<file path="src/hw/rtl/vlm_pkg.sv">
// Shared types and constants of the vibration level monitor.
package vlm_pkg;

  localparam int unsigned SAMPLE_W = 16;
  localparam int unsigned MAG_W    = SAMPLE_W + 1;
  localparam int unsigned LEVEL_W  = 18;
  localparam int unsigned DUTY_W   = 7;
  localparam int unsigned KIND_W   = 2;
  localparam int unsigned REG_IDX_W = 1;

  localparam int unsigned QDEPTH   = 2;
  localparam int unsigned QPTR_W   = $clog2(QDEPTH);
  localparam int unsigned QCNT_W   = $clog2(QDEPTH + 1);

  localparam int unsigned LEVEL_DIV = 200;
  // 200 = 25 << 3: shift out the power of two, multiply by a reciprocal for the rest
  localparam int unsigned DIV_SHIFT = 3;
  localparam int unsigned DIV_ODD   = LEVEL_DIV >> DIV_SHIFT;

  typedef logic [KIND_W-1:0]           kind_t;
  typedef logic signed [SAMPLE_W-1:0]  sample_t;
  typedef logic [LEVEL_W-1:0]          level_t;
  typedef logic [DUTY_W-1:0]           duty_t;
  typedef logic [REG_IDX_W-1:0]        reg_idx_t;

  localparam level_t LEVEL_MAX = '1;

  localparam kind_t KIND_SAMPLE = 2'd0;
  localparam kind_t KIND_REPORT = 2'd1;
  localparam kind_t KIND_OFF    = 2'd2;

  localparam reg_idx_t REG_WARNING = 1'b0;
  localparam reg_idx_t REG_DANGER  = 1'b1;

  localparam duty_t DUTY_OFF    = 7'd0;
  localparam duty_t DUTY_WARN   = 7'd50;
  localparam duty_t DUTY_DANGER = 7'd90;

  typedef enum logic [1:0] {
    OP_SAMPLE,
    OP_REPORT,
    OP_OFF,
    OP_NONE
  } op_e;

  typedef struct packed {
    op_e     op;
    sample_t x;
    sample_t y;
    sample_t z;
  } item_t;

  typedef enum logic [2:0] {
    ST_IDLE,
    ST_MUL,
    ST_ADD,
    ST_ROOT_GO,
    ST_ROOT,
    ST_DIV,
    ST_FIN
  } st_e;

endpackage

</file>
<file path="src/hw/rtl/vlm_front.sv">
// Front end: input beat acceptance, kind decode and a short item queue.
module vlm_front (
  input  logic             clk_i,
  input  logic             rst_ni,
  input  logic             in_valid_i,
  output logic             in_stall_o,
  input  vlm_pkg::kind_t   kind_i,
  input  vlm_pkg::sample_t sample_x_i,
  input  vlm_pkg::sample_t sample_y_i,
  input  vlm_pkg::sample_t sample_z_i,
  output logic             q_valid_o,
  output vlm_pkg::item_t   q_item_o,
  input  logic             q_pop_i
);
  import vlm_pkg::*;

  item_t             entry_q [QDEPTH];
  logic [QPTR_W-1:0] wr_ptr_q, wr_ptr_d;
  logic [QPTR_W-1:0] rd_ptr_q, rd_ptr_d;
  logic [QCNT_W-1:0] cnt_q, cnt_d;
  logic              full;
  logic              push;
  item_t             new_item;

  always_comb begin
    new_item.x = sample_x_i;
    new_item.y = sample_y_i;
    new_item.z = sample_z_i;
    unique case (kind_i)
      KIND_SAMPLE: new_item.op = OP_SAMPLE;
      KIND_REPORT: new_item.op = OP_REPORT;
      KIND_OFF:    new_item.op = OP_OFF;
      default:     new_item.op = OP_NONE;
    endcase
  end

  assign full       = (cnt_q == QCNT_W'(QDEPTH));
  assign in_stall_o = full;
  assign push       = in_valid_i && !full;
  assign q_valid_o  = (cnt_q != '0);
  assign q_item_o   = entry_q[rd_ptr_q];

  always_comb begin
    wr_ptr_d = push ? wr_ptr_q + 1'b1 : wr_ptr_q;
    rd_ptr_d = q_pop_i ? rd_ptr_q + 1'b1 : rd_ptr_q;
    cnt_d    = cnt_q;
    if (push && !q_pop_i) begin
      cnt_d = cnt_q + 1'b1;
    end else if (!push && q_pop_i) begin
      cnt_d = cnt_q - 1'b1;
    end
  end

  always_ff @(posedge clk_i or negedge rst_ni) begin
    if (!rst_ni) begin
      wr_ptr_q <= '0;
      rd_ptr_q <= '0;
      cnt_q    <= '0;
    end else begin
      wr_ptr_q <= wr_ptr_d;
      rd_ptr_q <= rd_ptr_d;
      cnt_q    <= cnt_d;
    end
  end

  always_ff @(posedge clk_i) begin
    if (push) begin
      entry_q[wr_ptr_q] <= new_item;
    end
  end

endmodule

</file>
<file path="src/hw/rtl/vlm_sqrt.sv">
// Iterative integer square root, one root bit per cycle.
module vlm_sqrt #(
  parameter int unsigned RT_W = 25
) (
  input  logic              clk_i,
  input  logic              rst_ni,
  input  logic              start_i,
  input  logic [2*RT_W-1:0] rad_i,
  output logic              done_o,
  output logic [RT_W-1:0]   root_o
);
  import vlm_pkg::*;

  localparam int unsigned RAD_W = 2 * RT_W;
  localparam int unsigned REM_W = RT_W + 3;
  localparam int unsigned CNT_W = $clog2(RT_W);

  logic [RAD_W-1:0] rad_q;
  logic [REM_W-1:0] rem_q;
  logic [RT_W-1:0]  root_q;
  logic [CNT_W-1:0] cnt_q;
  logic             busy_q;
  logic             done_q;
  logic [REM_W-1:0] rem_sh;
  logic [REM_W-1:0] trial;
  logic             fits;

  assign rem_sh = {rem_q[REM_W-3:0], rad_q[RAD_W-1 -: 2]};
  assign trial  = REM_W'({root_q, 2'b01});
  assign fits   = (rem_sh >= trial);
  assign done_o = done_q;
  assign root_o = root_q;

  always_ff @(posedge clk_i or negedge rst_ni) begin
    if (!rst_ni) begin
      busy_q <= 1'b0;
      done_q <= 1'b0;
    end else begin
      done_q <= busy_q && (cnt_q == '0);
      if (start_i) begin
        busy_q <= 1'b1;
      end else if (busy_q && (cnt_q == '0)) begin
        busy_q <= 1'b0;
      end
    end
  end

  always_ff @(posedge clk_i) begin
    if (start_i) begin
      rad_q  <= rad_i;
      rem_q  <= '0;
      root_q <= '0;
      cnt_q  <= CNT_W'(RT_W - 1);
    end else if (busy_q) begin
      rad_q  <= {rad_q[RAD_W-3:0], 2'b00};
      rem_q  <= fits ? rem_sh - trial : rem_sh;
      root_q <= {root_q[RT_W-2:0], fits};
      cnt_q  <= cnt_q - 1'b1;
    end
  end

endmodule

</file>
<file path="src/hw/rtl/vlm_back.sv">
// Back end: accumulators, report sequencer, divide by 200, duty and result register.
module vlm_back #(
  parameter int unsigned ACC_WIDTH = 24
) (
  input  logic                        clk_i,
  input  logic                        rst_ni,
  input  logic                        q_valid_i,
  input  vlm_pkg::item_t              q_item_i,
  output logic                        q_pop_o,
  input  logic                        cfg_we_i,
  input  vlm_pkg::reg_idx_t           cfg_idx_i,
  input  vlm_pkg::level_t             cfg_data_i,
  output logic                        sqrt_start_o,
  output logic [2*ACC_WIDTH+1:0]      sqrt_rad_o,
  input  logic                        sqrt_done_i,
  input  logic [ACC_WIDTH:0]          sqrt_root_i,
  output logic                        out_valid_o,
  input  logic                        out_stall_i,
  output vlm_pkg::level_t             level_o,
  output vlm_pkg::duty_t              duty_o,
  output logic                        reported_o
);
  import vlm_pkg::*;

  localparam int unsigned RT_W  = ACC_WIDTH + 1;
  localparam int unsigned SQ_W  = 2 * RT_W;
  localparam int unsigned PR_W  = 2 * ACC_WIDTH;
  localparam int unsigned DT_W  = RT_W - DIV_SHIFT;
  localparam int unsigned DK    = DT_W + $clog2(DIV_ODD);
  localparam int unsigned DM_W  = DT_W + 1;
  localparam int unsigned DP_W  = DT_W + DM_W;
  // ceil(2^DK / 25): exact floor quotient for every DT_W-bit dividend
  localparam logic [DM_W-1:0] DIV_MAGIC =
    DM_W'(((64'd1 << DK) + 64'(DIV_ODD) - 64'd1) / 64'(DIV_ODD));
  localparam logic [1:0]  AX_LAST = 2'd2;

  typedef logic [ACC_WIDTH-1:0] acc_t;

  function automatic acc_t sat_add(acc_t sum, sample_t s);
    logic [MAG_W-1:0]     mag;
    logic [ACC_WIDTH:0]   wide;
    mag  = s[SAMPLE_W-1] ? (MAG_W'(0) - MAG_W'(s)) : MAG_W'(s);
    wide = {1'b0, sum} + (ACC_WIDTH+1)'(mag);
    return wide[ACC_WIDTH] ? '1 : wide[ACC_WIDTH-1:0];
  endfunction

  st_e              state_q, state_d;
  acc_t             sum_x_q, sum_y_q, sum_z_q;
  duty_t            duty_q;
  level_t           warn_q, danger_q;
  logic             out_valid_q;
  level_t           level_q;
  duty_t            duty_out_q;
  logic             reported_q;
  logic [1:0]       ax_q;
  logic [PR_W-1:0]  prod_q;
  logic [SQ_W-1:0]  sq_q;
  logic [RT_W-1:0]  div_q;
  logic [DP_W-1:0]  dprod_q;

  logic             out_free;
  logic             q_pop;
  logic             fin_load;
  acc_t             mul_a;
  logic [DT_W-1:0]  div_in;
  level_t           level_sat;
  duty_t            duty_rep;

  assign out_free = !out_valid_q || !out_stall_i;

  // Next state
  always_comb begin
    state_d = state_q;
    unique case (state_q)
      ST_IDLE:    if (q_pop && q_item_i.op == OP_REPORT) state_d = ST_MUL;
      ST_MUL:     state_d = ST_ADD;
      ST_ADD:     state_d = (ax_q == AX_LAST) ? ST_ROOT_GO : ST_MUL;
      ST_ROOT_GO: state_d = ST_ROOT;
      ST_ROOT:    if (sqrt_done_i) state_d = ST_DIV;
      ST_DIV:     state_d = ST_FIN;
      ST_FIN:     if (out_free) state_d = ST_IDLE;
      default:    state_d = ST_IDLE;
    endcase
  end

  // Sequencer outputs
  always_comb begin
    q_pop        = 1'b0;
    sqrt_start_o = 1'b0;
    fin_load     = 1'b0;
    unique case (state_q)
      ST_IDLE:    q_pop        = q_valid_i && out_free;
      ST_ROOT_GO: sqrt_start_o = 1'b1;
      ST_FIN:     fin_load     = out_free;
      default:    ;
    endcase
  end

  assign q_pop_o    = q_pop;
  assign sqrt_rad_o = sq_q;

  always_comb begin
    case (ax_q)
      2'd0:    mul_a = sum_x_q;
      2'd1:    mul_a = sum_y_q;
      default: mul_a = sum_z_q;
    endcase
  end

  // divide by 200: drop the low three root bits, then multiply by the reciprocal of 25
  assign div_in = sqrt_root_i[RT_W-1:DIV_SHIFT];

  assign level_sat = (div_q > RT_W'(LEVEL_MAX)) ? LEVEL_MAX : div_q[LEVEL_W-1:0];

  always_comb begin
    if (level_sat >= danger_q) begin
      duty_rep = DUTY_DANGER;
    end else if (level_sat >= warn_q) begin
      duty_rep = DUTY_WARN;
    end else begin
      duty_rep = duty_q;
    end
  end

  always_ff @(posedge clk_i or negedge rst_ni) begin
    if (!rst_ni) begin
      state_q     <= ST_IDLE;
      sum_x_q     <= '0;
      sum_y_q     <= '0;
      sum_z_q     <= '0;
      duty_q      <= DUTY_OFF;
      warn_q      <= '0;
      danger_q    <= LEVEL_MAX;
      out_valid_q <= 1'b0;
    end else begin
      state_q <= state_d;
      if (cfg_we_i) begin
        unique case (cfg_idx_i)
          REG_WARNING: warn_q   <= cfg_data_i;
          REG_DANGER:  danger_q <= cfg_data_i;
          default:     ;
        endcase
      end
      if (q_pop) begin
        case (q_item_i.op)
          OP_SAMPLE: begin
            sum_x_q <= sat_add(sum_x_q, q_item_i.x);
            sum_y_q <= sat_add(sum_y_q, q_item_i.y);
            sum_z_q <= sat_add(sum_z_q, q_item_i.z);
          end
          OP_OFF: begin
            sum_x_q <= '0;
            sum_y_q <= '0;
            sum_z_q <= '0;
            duty_q  <= DUTY_OFF;
          end
          default: ;
        endcase
      end
      if (fin_load) begin
        sum_x_q <= '0;
        sum_y_q <= '0;
        sum_z_q <= '0;
        duty_q  <= duty_rep;
      end
      if ((q_pop && q_item_i.op != OP_REPORT) || fin_load) begin
        out_valid_q <= 1'b1;
      end else if (!out_stall_i) begin
        out_valid_q <= 1'b0;
      end
    end
  end

  always_ff @(posedge clk_i) begin
    if (q_pop) begin
      ax_q       <= '0;
      sq_q       <= '0;
      level_q    <= '0;
      reported_q <= 1'b0;
      duty_out_q <= (q_item_i.op == OP_OFF) ? DUTY_OFF : duty_q;
    end
    if (state_q == ST_MUL) begin
      prod_q <= mul_a * mul_a;
    end
    if (state_q == ST_ADD) begin
      sq_q <= sq_q + SQ_W'(prod_q);
      ax_q <= ax_q + 1'b1;
    end
    if (state_q == ST_ROOT && sqrt_done_i) begin
      dprod_q <= DP_W'(div_in) * DP_W'(DIV_MAGIC);
    end
    if (state_q == ST_DIV) begin
      div_q <= RT_W'(dprod_q[DP_W-1:DK]);
    end
    if (fin_load) begin
      level_q    <= level_sat;
      duty_out_q <= duty_rep;
      reported_q <= 1'b1;
    end
  end

  assign out_valid_o = out_valid_q;
  assign level_o     = level_q;
  assign duty_o      = duty_out_q;
  assign reported_o  = reported_q;

`ifndef NO_ASSERTIONS
  a_duty_code: assert property (@(posedge clk_i) disable iff (!rst_ni)
    duty_q == DUTY_OFF || duty_q == DUTY_WARN || duty_q == DUTY_DANGER)
    else $error("duty register holds an unknown value");

  a_pop_no_overwrite: assert property (@(posedge clk_i) disable iff (!rst_ni)
    q_pop_o |-> (!out_valid_q || !out_stall_i))
    else $error("item taken while a stalled result is held");

  a_root_in_wait: assert property (@(posedge clk_i) disable iff (!rst_ni)
    sqrt_done_i |-> state_q == ST_ROOT)
    else $error("root finished outside the wait state");

  a_report_clears: assert property (@(posedge clk_i) disable iff (!rst_ni)
    fin_load |=> (sum_x_q == '0 && sum_y_q == '0 && sum_z_q == '0 && reported_q))
    else $error("report did not clear the accumulators");
`endif

endmodule

</file>
<file path="src/hw/rtl/vibration_level_monitor.sv">
// Top level of the vibration level monitor.
//
// Input channel (in_valid_i / in_stall_o): one beat carries kind_i and the three
// axis samples. Kind sample adds |x|, |y|, |z| into saturating accumulators of
// ACC_WIDTH bits; kind report forms floor(isqrt(x^2+y^2+z^2)/200), saturated to
// 18 bits, sets the duty and clears the sums; kind power-off clears the sums and
// the duty; kind 3 leaves all state alone.
// Output channel (out_valid_o / out_stall_i): exactly one result beat per input
// beat, in order, carrying level_o, duty_o and reported_o.
// Config port: cfg_we_i writes cfg_data_i into warning (index 0) or danger
// (index 1) threshold; write only while the block is idle.
// Sample, power-off and kind 3 items go from the queue straight into the result register,
// one beat a cycle while no report runs and the receiver does not stall. A report leaves
// the queue, forms the squares axis by axis through one ACC_WIDTH x ACC_WIDTH multiplier,
// starts the bit-serial root, does the reciprocal divide by 200 and loads the result
// register; the sequencer takes the next item only once the report has been loaded.
// A two-beat queue sits in front of the sequencer, so inputs keep landing while
// a report runs or a result waits; when the receiver stalls the result register
// holds and the queue fills, then in_stall_o rises.
// Reset clears sums, duty, thresholds (warning 0, danger all ones) and queue.
module vibration_level_monitor #(
  parameter int unsigned ACC_WIDTH = 24
) (
  input  logic              clk_i,
  input  logic              rst_ni,
  input  logic              in_valid_i,
  output logic              in_stall_o,
  input  vlm_pkg::kind_t    kind_i,
  input  vlm_pkg::sample_t  sample_x_i,
  input  vlm_pkg::sample_t  sample_y_i,
  input  vlm_pkg::sample_t  sample_z_i,
  output logic              out_valid_o,
  input  logic              out_stall_i,
  output vlm_pkg::level_t   level_o,
  output vlm_pkg::duty_t    duty_o,
  output logic              reported_o,
  input  logic              cfg_we_i,
  input  vlm_pkg::reg_idx_t cfg_idx_i,
  input  vlm_pkg::level_t   cfg_data_i
);
  import vlm_pkg::*;

  localparam int unsigned RT_W = ACC_WIDTH + 1;

  logic              q_valid;
  item_t             q_item;
  logic              q_pop;
  logic              sqrt_start;
  logic [2*RT_W-1:0] sqrt_rad;
  logic              sqrt_done;
  logic [RT_W-1:0]   sqrt_root;

  // accepts beats and buffers decoded items
  vlm_front u_front (
    .clk_i      (clk_i),
    .rst_ni     (rst_ni),
    .in_valid_i (in_valid_i),
    .in_stall_o (in_stall_o),
    .kind_i     (kind_i),
    .sample_x_i (sample_x_i),
    .sample_y_i (sample_y_i),
    .sample_z_i (sample_z_i),
    .q_valid_o  (q_valid),
    .q_item_o   (q_item),
    .q_pop_i    (q_pop)
  );

  // root unit, driven by the report sequence
  vlm_sqrt #(
    .RT_W (RT_W)
  ) u_sqrt (
    .clk_i   (clk_i),
    .rst_ni  (rst_ni),
    .start_i (sqrt_start),
    .rad_i   (sqrt_rad),
    .done_o  (sqrt_done),
    .root_o  (sqrt_root)
  );

  // executes items and owns the result register
  vlm_back #(
    .ACC_WIDTH (ACC_WIDTH)
  ) u_back (
    .clk_i        (clk_i),
    .rst_ni       (rst_ni),
    .q_valid_i    (q_valid),
    .q_item_i     (q_item),
    .q_pop_o      (q_pop),
    .cfg_we_i     (cfg_we_i),
    .cfg_idx_i    (cfg_idx_i),
    .cfg_data_i   (cfg_data_i),
    .sqrt_start_o (sqrt_start),
    .sqrt_rad_o   (sqrt_rad),
    .sqrt_done_i  (sqrt_done),
    .sqrt_root_i  (sqrt_root),
    .out_valid_o  (out_valid_o),
    .out_stall_i  (out_stall_i),
    .level_o      (level_o),
    .duty_o       (duty_o),
    .reported_o   (reported_o)
  );

endmodule

</file>
<file path="config.mk">
export PLATFORM = sky130hd
export DESIGN_NAME = vibration_level_monitor
export DESIGN_NICKNAME = d
export VERILOG_FILES = /design/src/hw/rtl/vlm_pkg.sv /design/src/hw/rtl/vlm_front.sv /design/src/hw/rtl/vlm_sqrt.sv /design/src/hw/rtl/vlm_back.sv /design/src/hw/rtl/vibration_level_monitor.sv
export SDC_FILE = /design/constraint.sdc
export NUM_CORES = 2
export LEC_CHECK = 0
export BUFFER_PORTS_ARGS = -buffer_cell sky130_fd_sc_hd__buf_2
export CORE_MARGIN = 5
export CORE_UTILIZATION = 36
export CTS_BUF_LIST = sky130_fd_sc_hd__clkbuf_4
export CTS_CLUSTER_SIZE = 8
export DETAILED_ROUTE_END_ITERATION = 7
export GPL_TIMING_DRIVEN = 0
export PLACE_DENSITY = 0.54
export SYNTH_ARGS = -nofsm -noshare
export SYNTH_HDL_FRONTEND = slang
export SYNTH_SLANG_ARGS = --single-unit
</file>
<file path="constraint.sdc">
create_clock -name clk_i -period 14.45 [get_ports clk_i]
set_input_delay 2.89 -clock clk_i [delete_from_list [all_inputs] [get_ports clk_i]]
set_output_delay 2.89 -clock clk_i [all_outputs]
set_load 0.005 [all_outputs]
</file>
==> results_dict.tcl <==
set metrics [dict create \
    run_status "completed" \
    cts.repair_timing.setup_buffer_count 0 \
    yosys_most_used_dff "edfxtp_1" \
    reg2reg_to "u_back.prod_q[47]$_DFFE_PP_" \
    first_global_vias 39900 \
    worst-path-buf-inv 8 \
    antenna_violating_nets_post_route 0 \
    die-width_um 388 \
    crit_path_max_incr_delay_ns 0.87 \
    worst-r2r-cell-count 29 \
    grt-ovfl-total 0 \
    stdcell_area_um2 56600 \
    synth_common_cells "884 x inv_1, 608 x fa_1, 595 x nand2_1, 577 x ha_1, 365 x nor2_1" \
    worst_margin_pin_slew_ns 1.25 \
    fp-row-count 138 \
    initial_core_utilization_pct 36.3 \
    synthToLayoutAreaGrowth_pct 9.75 \
    fillerInstances 14300 \
    layout_setup_ws_ns 3.78 \
    dp_hpwl_um 112000 \
    syn_std_cell_area_um2 51500 \
    final_net_count 6804 \
    finalSetupViolations 0 \
    timing.critical_path.to_type "flip-flop" \
    maxClockFrequency_mhz 93.7 \
    synth_enable_flop_cells 310 \
    final_max_slew_viol_count 0 \
    grt_usage_pct 18.4 \
    drcViolationCount 0 \
    min_delay_path_depth 0 \
    hold_path_class "reg -> reg" \
    longest_clk_path_bufs 3 \
    worst_path_dominant_cell_family "adder cells" \
    setup.worst_path.start "u_back.ax_q[1]$_SDFFCE_PN0P_" \
    grt_setup_unrepaired "no" \
    die_area_um2 151000 \
    postSynthCellCount 5287 \
    grt_start_max_net_pins 88 \
    cts_inserted_buffers 145 \
    synth.distinct_cells 92 \
    crit_path_top_delay_cell "a21oi_2" \
    timing.critical_path.depth 29 \
    place_worst_setup_slack_ns 4.08 \
    detail_route.wl_per_cell_um 18.3 \
    tritoncts_clock_tree "yes" \
    root_buffer "clkbuf_4" \
    vias_per_cell 5.03 \
    placement.io_buffers 99 \
    finalWeightedCongestion 0.927 \
    later_pin_clock_latency_in_the_skew_report_ns 1.05 \
    antenna_violations_before_repair 2 \
    drt_first_pass_iters 5 \
    number_of_hold_buffers_added_after_cts 0 \
    synth_register_bits 492 \
    synth-seq-area-share_pct 26.4 \
    post_synth_main_area_contributors "fa_1 24%, edfxtp_1 18%, ha_1 14%" \
    grt_first_pass_wirelength_um 221000 \
    start_kind "flip-flop" \
    min_period_ns 10.67 \
    violation_count_after_the_first_detailed_routing_iteration 2268 \
    core_region_area_um2 142000 \
    ff2ff_setup_slack_ns 3.78 \
    synth_top_area_cell "fa_1" \
    top_level_ports 102 \
    placement.cell_area_um2 54600 \
    final_hold_viols 0 \
    async_flop_share_pct 25.4 \
    post_synth.cell_area_avg_um2 9.75 \
    timing.critical_path.required_ns 15.14 \
    fin_worst_skew_ns 0.0989 \
    timing.critical_path.to "u_back.prod_q[47]$_DFFE_PP_" \
    htree_levels 4 \
    die-height_um 388 \
    cts_resized 0 \
    synth_warnings 0 \
    path_class "reg -> reg" \
    timing.final.crit_share_pct 73.8 \
    clock-sinks 492 \
    number_of_maximum_capacitance_violations 0 \
    timing.critical_path.fanout_max 10 \
    final.setup.tns_ns 0 \
    maxSlewHeadroom_pct 16.4 \
    worst_r2r_startpoint "u_back.ax_q[1]$_SDFFCE_PN0P_" \
    yosysMostFrequentCell "inv_1" \
    timing.critical_path.mode_cell "fa_1" \
    path_clk_slew_ns 0.07 \
    routed_vias 38000 \
    cp_data_arrival_time_ns 11.36 \
    finalWirelength_um 138000 \
    post-synth-top-area-fraction_pct 23.6 \
    final_layout_size_suffix_gt1_share_pct 7.88 \
]
## cell type report
class | instances | area [µm²] | share of cell area (%)
Clock buffer | 218 | 1640 | 2.89
Multi-Input combinational cell | 3721 | 33900 | 59.9
Buffer | 185 | 754 | 1.33
Antenna cell | 9 | 22.5 | 0.0398
Sequential cell | 492 | 13600 | 24.0
Inverter | 891 | 3340 | 5.91
Tap cell | 1890 | 2360 | 4.18
Clock inverter | 43 | 284 | 0.502
Timing Repair Buffer | 109 | 666 | 1.18
## sequential cells by signal, summed over array words and instances (netlist names), 25 cells and up
register / count
u_back.sqrt_rad_o: 50
u_front.entry_q: 100
u_sqrt.rad_q: 50
u_sqrt.rem_q: 26
u_back.prod_q: 47
u_sqrt.root_o: 25
## cell usage in the layout, fill, tap and decap left out, types with 85 or more instances in the layout
| master | n |
|---|---|
| buf_2 | 111 |
| clkbuf_4 | 218 |
| edfxtp_1 | 310 |
| xnor2_1 | 135 |
| inv_1 | 884 |
| clkbuf_1 | 148 |
| xor2_1 | 85 |
| dfrtp_1 | 107 |
| a21o_1 | 115 |
| nor2_1 | 364 |
| a21oi_1 | 269 |
| nand2_1 | 594 |
| fa_1 | 608 |
| ha_1 | 577 |
| o21ai_0 | 216 |
## layer usage
| layer | track usage, % | share of wire, % | routed length (µm) |
|---|---|---|---|
| met4 | 7.18 | 3.9 | 5420 |
| met1 | 25.2 | 46 | 63300 |
| met3 | 2.98 | 4.9 | 6830 |
| met5 | 0 | 0 | 0 |
| met2 | 29.3 | 45 | 62800 |
## how the worst min path moves through the flow
stage                                             from                         end  slack, ns
after floorplan           u_back.dprod_q[27]$_DFFE_PP_   u_back.div_q[0]$_DFFE_PP_       0.40
after global placement    u_back.dprod_q[40]$_DFFE_PP_  u_back.div_q[13]$_DFFE_PP_       0.40
after detailed placement  u_back.dprod_q[39]$_DFFE_PP_  u_back.div_q[12]$_DFFE_PP_       0.40
after CTS                 u_back.dprod_q[40]$_DFFE_PP_  u_back.div_q[13]$_DFFE_PP_       0.41
after global routing      u_back.dprod_q[36]$_DFFE_PP_   u_back.div_q[9]$_DFFE_PP_       0.40
final                     u_back.dprod_q[36]$_DFFE_PP_   u_back.div_q[9]$_DFFE_PP_       0.41
## per-stage QoR
stage                     hold WS (ns)  instances  utilization (%)
after detailed placement         0.405       7288             38.5
after floorplan                  0.400       5289                -
after global routing             0.404       7558             39.9
final                            0.411       7558             39.9
after CTS                        0.411       7549             39.8
after global placement           0.403       7278             38.3
## cell families (layout without fill, tap and decap cells)
logic type / Yosys count / in the layout / share of synthesized area [%]
multiplexers: 86 / 86 / 1.72
buffers and inverters: 1076 / 1446 / 7.95
other: 1 / 12 / 0.00727
adder cells (fa/ha/maj): 1185 / 1185 / 37.6
XOR/XNOR: 220 / 220 / 3.74
flip-flops: 492 / 492 / 26.4
AND/OR/NAND/NOR: 1295 / 1295 / 11.0
AO/OA/AOI/OAI: 932 / 932 / 11.6
## worst register-to-register path: cells and delay by family (launching register included)
kind | cells | cell delay [ns]
AOI/OAI and AO/OA | 7 | 2.48
adders and majority gates | 9 | 4.47
buffers and inverters | 8 | 2.18
DFF | 1 | 0.39
muxes | 1 | 0.18
and+or+nand+nor | 4 | 0.71
Power is not shown: default switching activity piles up to over one toggle a cycle in this logic, so the estimate is an artifact.
